<file path="config.mk">
export PLATFORM = sky130hd
export DESIGN_NAME = g2cf_front
export DESIGN_NICKNAME = d
export VERILOG_FILES = /design/src/hdl/g2cf_pkg.sv /design/src/hdl/g2cf_front.sv
export SDC_FILE = /design/constraint.sdc
export NUM_CORES = 1
export LEC_CHECK = 0
export BUFFER_PORTS_ARGS = -buffer_cell sky130_fd_sc_hd__buf_4
export CAP_MARGIN = 25
export CELL_PAD_IN_SITES_DETAIL_PLACEMENT = 1
export CELL_PAD_IN_SITES_GLOBAL_PLACEMENT = 1
export CORE_MARGIN = 4
export CORE_UTILIZATION = 31
export CTS_CLUSTER_SIZE = 28
export DETAILED_ROUTE_END_ITERATION = 6
export PLACE_DENSITY = 0.52
export REMOVE_ABC_BUFFERS = 1
export SLEW_MARGIN = 20
export SYNTH_ARGS = -nofsm -noshare
export SYNTH_HDL_FRONTEND = slang
export SYNTH_SLANG_ARGS = --single-unit
</file>
<file path="constraint.sdc">
create_clock -name clk -period 6 [get_ports clk]
set_clock_uncertainty 0.1 [all_clocks]
set_input_delay 0.9 -clock clk [delete_from_list [all_inputs] [get_ports clk]]
set_output_delay 0.9 -clock clk [all_outputs]
set_load 0.02 [all_outputs]
</file>
<file path="src/hdl/g2cf_pkg.sv">
// Shared types and constants for the grayscale 2D correlation filter.
package g2cf_pkg;

  localparam int MAX_WIDTH_D  = 128;
  localparam int MAX_HEIGHT_D = 128;
  localparam int MAX_KERNEL_D = 7;

  typedef enum logic [1:0] {
    OP_PIX  = 2'd0,
    OP_COEF = 2'd1,
    OP_CALC = 2'd2,
    OP_NONE = 2'd3
  } op_t;

  typedef enum logic [2:0] {
    CFG_BORDER = 3'd0,
    CFG_IW     = 3'd1,
    CFG_IH     = 3'd2,
    CFG_KW     = 3'd3,
    CFG_KH     = 3'd4
  } cfg_idx_t;

  typedef enum logic [1:0] {
    BM_ZERO = 2'd0,
    BM_REPL = 2'd1,
    BM_REFL = 2'd2,
    BM_WRAP = 2'd3
  } bmode_t;

  typedef enum logic [1:0] {
    BK_IDLE = 2'd0,
    BK_RUN  = 2'd1,
    BK_DRAIN = 2'd2,
    BK_OUT  = 2'd3
  } bk_state_t;

  // Classified command handed from front to back.
  typedef struct packed {
    op_t         op;
    logic [6:0]  row;
    logic [6:0]  col;
    logic [7:0]  pixel;
    logic [5:0]  cidx;
    logic [15:0] cval;
  } cmd_t;

endpackage

</file>
<file path="src/hdl/g2cf_front.sv">
// Front end: accepts input transfers, drops no-op items, queues commands.
module g2cf_front (
  input  logic                clk,
  input  logic                rst_n,
  input  logic                in_tvalid,
  output logic                in_tready,
  input  logic [47:0]         in_tdata,
  output logic                q_valid,
  input  logic                q_pop,
  output g2cf_pkg::cmd_t      q_cmd
);
  import g2cf_pkg::*;

  localparam int QD = 4;

  cmd_t       q_mem_r [QD];
  logic [1:0] wp_r, rp_r;
  logic [2:0] cnt_r;
  cmd_t       cin;
  logic       push;

  assign cin.op    = op_t'(in_tdata[1:0]);
  assign cin.row   = in_tdata[8:2];
  assign cin.col   = in_tdata[15:9];
  assign cin.pixel = in_tdata[23:16];
  assign cin.cidx  = in_tdata[29:24];
  assign cin.cval  = in_tdata[45:30];

  assign in_tready = (cnt_r != 3'(QD));
  assign push      = in_tvalid && in_tready && (cin.op != OP_NONE);
  assign q_valid   = (cnt_r != 3'd0);
  assign q_cmd     = q_mem_r[rp_r];

  always_ff @(posedge clk) begin
    if (push) begin
      q_mem_r[wp_r] <= cin;
    end
    if (!rst_n) begin
      wp_r <= '0;
      rp_r <= '0;
      cnt_r <= '0;
    end else begin
      if (push) wp_r <= wp_r + 2'd1;
      if (q_pop) rp_r <= rp_r + 2'd1;
      cnt_r <= cnt_r + 3'(push) - 3'(q_pop);
    end
  end

  a_no_overflow: assert property (@(posedge clk) disable iff (!rst_n)
    cnt_r == 3'(QD) |-> !push) else $error("queue overflow");
  a_no_underflow: assert property (@(posedge clk) disable iff (!rst_n)
    q_pop |-> q_valid) else $error("queue underflow");
  a_cnt_range: assert property (@(posedge clk) disable iff (!rst_n)
    cnt_r <= 3'(QD)) else $error("queue count out of range");
endmodule

</file>
==> results.txt <==
----------------------------------------------------
[Yosys]
  Count of flip-flops with a built-in enable after synthesis ... 184
  Number of synthesized register bits ... 193
  Cell type with the largest total area after synthesis ... edfxtp_1
  Commonest cells in the synthesized netlist ... edfxtp_1, mux4_2, and2_1, dfxtp_1
  Synthesized area per cell ... 24.92 µm²
  Main area contributors after synthesis ... edfxtp_1, mux4_2, dfxtp_1
  Post-synthesis async set-or-reset flop share ... 0
  Most used standard cell by instance count after synthesis ... edfxtp_1
  Library cells used by synthesis ... 21
  Yosys top cell area share ... 0.7697
  Post-synth top flop ... edfxtp_1
  Synthesized netlist cell count ... 288
  Post-Synthesis Cell Area ... 7178 µm²
  Synthesis Warnings ... 0
  Sequential cell area fraction in the yosys report ... 0.7948

[Placed design]
  Worst slack at placement ... 2765 ps
  DPL Wire Length ... 8449 µm
  Count of input and output buffers ... 97
  Placed cell areas ... 8190 µm²
  Last weighted congestion value of the routability-driven placer ... 0.6680

[Floorplan]
  Starting density of the core ... 0.3161
  Chip height ... 160.2 µm
  Die Area ... 25650 µm²
  Number of placement rows ... 55
  Core area ... 22710 µm²
  I/O pin count ... 100
  Die W ... 160.2 µm

[Worst setup path]
  Delay-heaviest family, CP ... flip-flops
  Startpoint types ... flop
  Worst Reg2Reg Path Length in Cells ... 4
  Largest stage delay on the critical path ... 780 ps
  WP data arrival ... 2320 ps
  Required arrival time at the worst endpoint ... 5000 ps
  Crit-path max FO ... 26
  Slowest library cell on the worst path ... dfxtp_2
  Cells traversed along the worst timing path ... buf_4 > mux4_2 > buf_4
  Class of the most critical setup path ... reg2out
  Crit. path cell count ... 3
  Reg2reg start ... cnt_r[1]$_SDFF_PN0_
  Kind of capture point of the worst setup path ... primary output
  Cell type with the highest occurrence count on the critical path ... buf_4
  Buffers and inverters on the worst path ... 2

[Clock network]
  Number of buffers inserted by post-CTS setup repair ... 0
  TritonCTS clock tree ... yes
  CTS root buffer ... clkbuf_16
  Clock-pin slew on the worst setup and hold paths ... 70 ps
  Number of sinks handled by clock tree synthesis ... 193
  H-tree level count ... 4
  Gates resized, CTS repair ... 0
  Clock Tree Buf Depth ... 2
  Cts-stage hold buffer count ... 0
  Clock latency reported for the late side of the worst-skew pair ... 430 ps
  TritonCTS Buffers ... 17

[Routing]
  First-iteration detailed-routing DRC count ... 144
  Total routed wirelength ... 13950 µm
  Number of antenna-violating nets in the routed design ... 0
  Number of iterations in the first detailed-routing pass ... 4
  DR DRC count ... 0
  Average via count per standard cell ... 4.572
  WL/cell ... 20.02 µm
  Routed vias ... 3187

[Timing]
  Max Fclk ... 301.1 MHz
  Final Hold Viols ... 0
  Relative slew slack ... 0.4798
  Setup ws final ... 2679 ps
  Count of final max-slew check failures ... 0
  Setup TNS after final layout ... 0 ps
  Final number of setup-violating endpoints ... 0
  Tightest Pin Transition ... 780.3 ps
  Setup repair after global routing missed its margin ... false
  Tmin final ... 3321 ps
  Tcrit/Tclk final ... 0.5535

[Power and ir drop]
  Total power density per cell area ... 361.1 nW/µm²
  Sequential share of power ... 0.511
  Combinational cell fraction of total power ... 0.147
  Static Leakage ... 2.946 nW
  Sw frac ... 0.2544
  Worst VDD drop ... 0.1499 mV
  Sw Pwr ... 0.8067 mW
  Clock Power Share ... 0.342
  Overall power consumption ... 3.171 mW
  Int Pwr ... 2.364 mW

[Run]
  Count of maximum capacitance violations ... 0

[Global route]
  Global route overflow ... 0
  Pin count of the biggest net entering global routing ... 47
  Vias in the first global route ... 3660
  Global-route wire length before repair ... 21840 µm
  Global-route usage over all layers ... 0.1155
  Number of antenna violations at the first check in global routing ... 0

[Cells and area]
  P&R area growth vs syn ... 22.33%
  Antenna Cells ... 0
  Post-route cell area ... 8781 µm²
  Layout Nets ... 458
  Layout cell share with drive strength beyond 1 ... 0.4417

[Run status]
  Status ... complete, no violations

[Min path]
  Cells on Worst Hold Path ... 2
  Worst min-delay path startpoint ... wp_r[1]$_SDFFE_PN0P_
  Worst min-delay path category ... reg2reg

----------------------------------------------------
-- kinds of logic after synthesis --
logic type / Yosys count / share of synthesized area
adder cells (fa/ha/maj): 7 / 0.01325
XOR/XNOR: 4 / 0.004881
AND/OR/NAND/NOR: 18 / 0.01325
multiplexers: 48 / 0.1503
AO/OA/AOI/OAI: 1 / 0.003661
buffers and inverters: 17 / 0.01987
flip-flops: 193 / 0.7948
-- placed cells by master, fill, tap and decap left out, types with 5 or more instances in the layout --
| cell | netlist | layout |
|---|---|---|
| and2_1 | 9 | 5 |
| nand2_1 | 6 | 6 |
| edfxtp_1 | 184 | 184 |
| mux4_2 | 40 | 40 |
| inv_1 | 6 | 6 |
| buf_4 | 0 | 102 |
| mux4_1 | 6 | 6 |
| ha_1 | 6 | 6 |
| dfxtp_1 | 9 | 7 |
| clkbuf_16 | 0 | 17 |
-- registers in the layout, indices dropped and copies added (netlist names), named ones only --
name / count
wp_r: 2
rp_r: 2
q_mem_r: 184
cnt_r: 3
-- path summary, 6_finish.rpt --
path	slack, ps	to
worst min register to register	410	wp_r[1]$_SDFFE_PN0P_
worst max register to register	3410	q_mem_r[1][8]$_DFFE_PP_
worst max-delay path	2680	q_cmd[29]
worst min-delay path	410	wp_r[1]$_SDFFE_PN0P_
-- through the flow --
step | hold WS, ps | cells | util
detailed placement | 401.8 | 664 | 0.3607
floorplan | 367.7 | 277 | -
CTS | 412.3 | 696 | 0.3858
global route | 438.9 | 697 | 0.3867
finish | 408.4 | 697 | 0.3867
global placement | 376.7 | 664 | 0.3607
-- tightest hold or removal path: cells and delay by family, from the launching register on --
family,cells,cell delay [ps]
flip-flops,1,340
AND/OR/NAND/NOR,1,70
multiplexers,1,50
-- cell type report --
| type | count | area [µm²] |
|---|---|---|
| inverters | 6 | 22.52 |
| well taps | 285 | 356.6 |
| clock inverters | 13 | 117.6 |
| clock buffers | 19 | 452.9 |
| flip-flops and latches | 193 | 5710 |
| repair buffers | 103 | 785.8 |
| fillers | 2185 | 13930 |
| multi-input cells | 78 | 1335 |
-- power by group through the flow --
stage / registers (mW) / logic [mW] / clock network, mW
global placement: 1.66 / 0.460 / 0
finish: 1.62 / 0.467 / 1.08
floorplan: 1.65 / 0.263 / 0
CTS: 1.64 / 0.467 / 1.12
detailed placement: 1.67 / 0.466 / 0
global route: 1.63 / 0.506 / 1.18
-- layer usage --
| layer | global-route usage | routed length [µm] | vias up |
|---|---|---|---|
| met5 | 0 | 0 | - |
| met4 | 0.03872 | 153 | 0 |
| met3 | 0.04232 | 758 | 12 |
| met2 | 0.1911 | 7111 | 73 |
| met1 | 0.1409 | 5930 | 1675 |
| li1 | - | - | 1427 |
(Power assumes the default switching activity.)
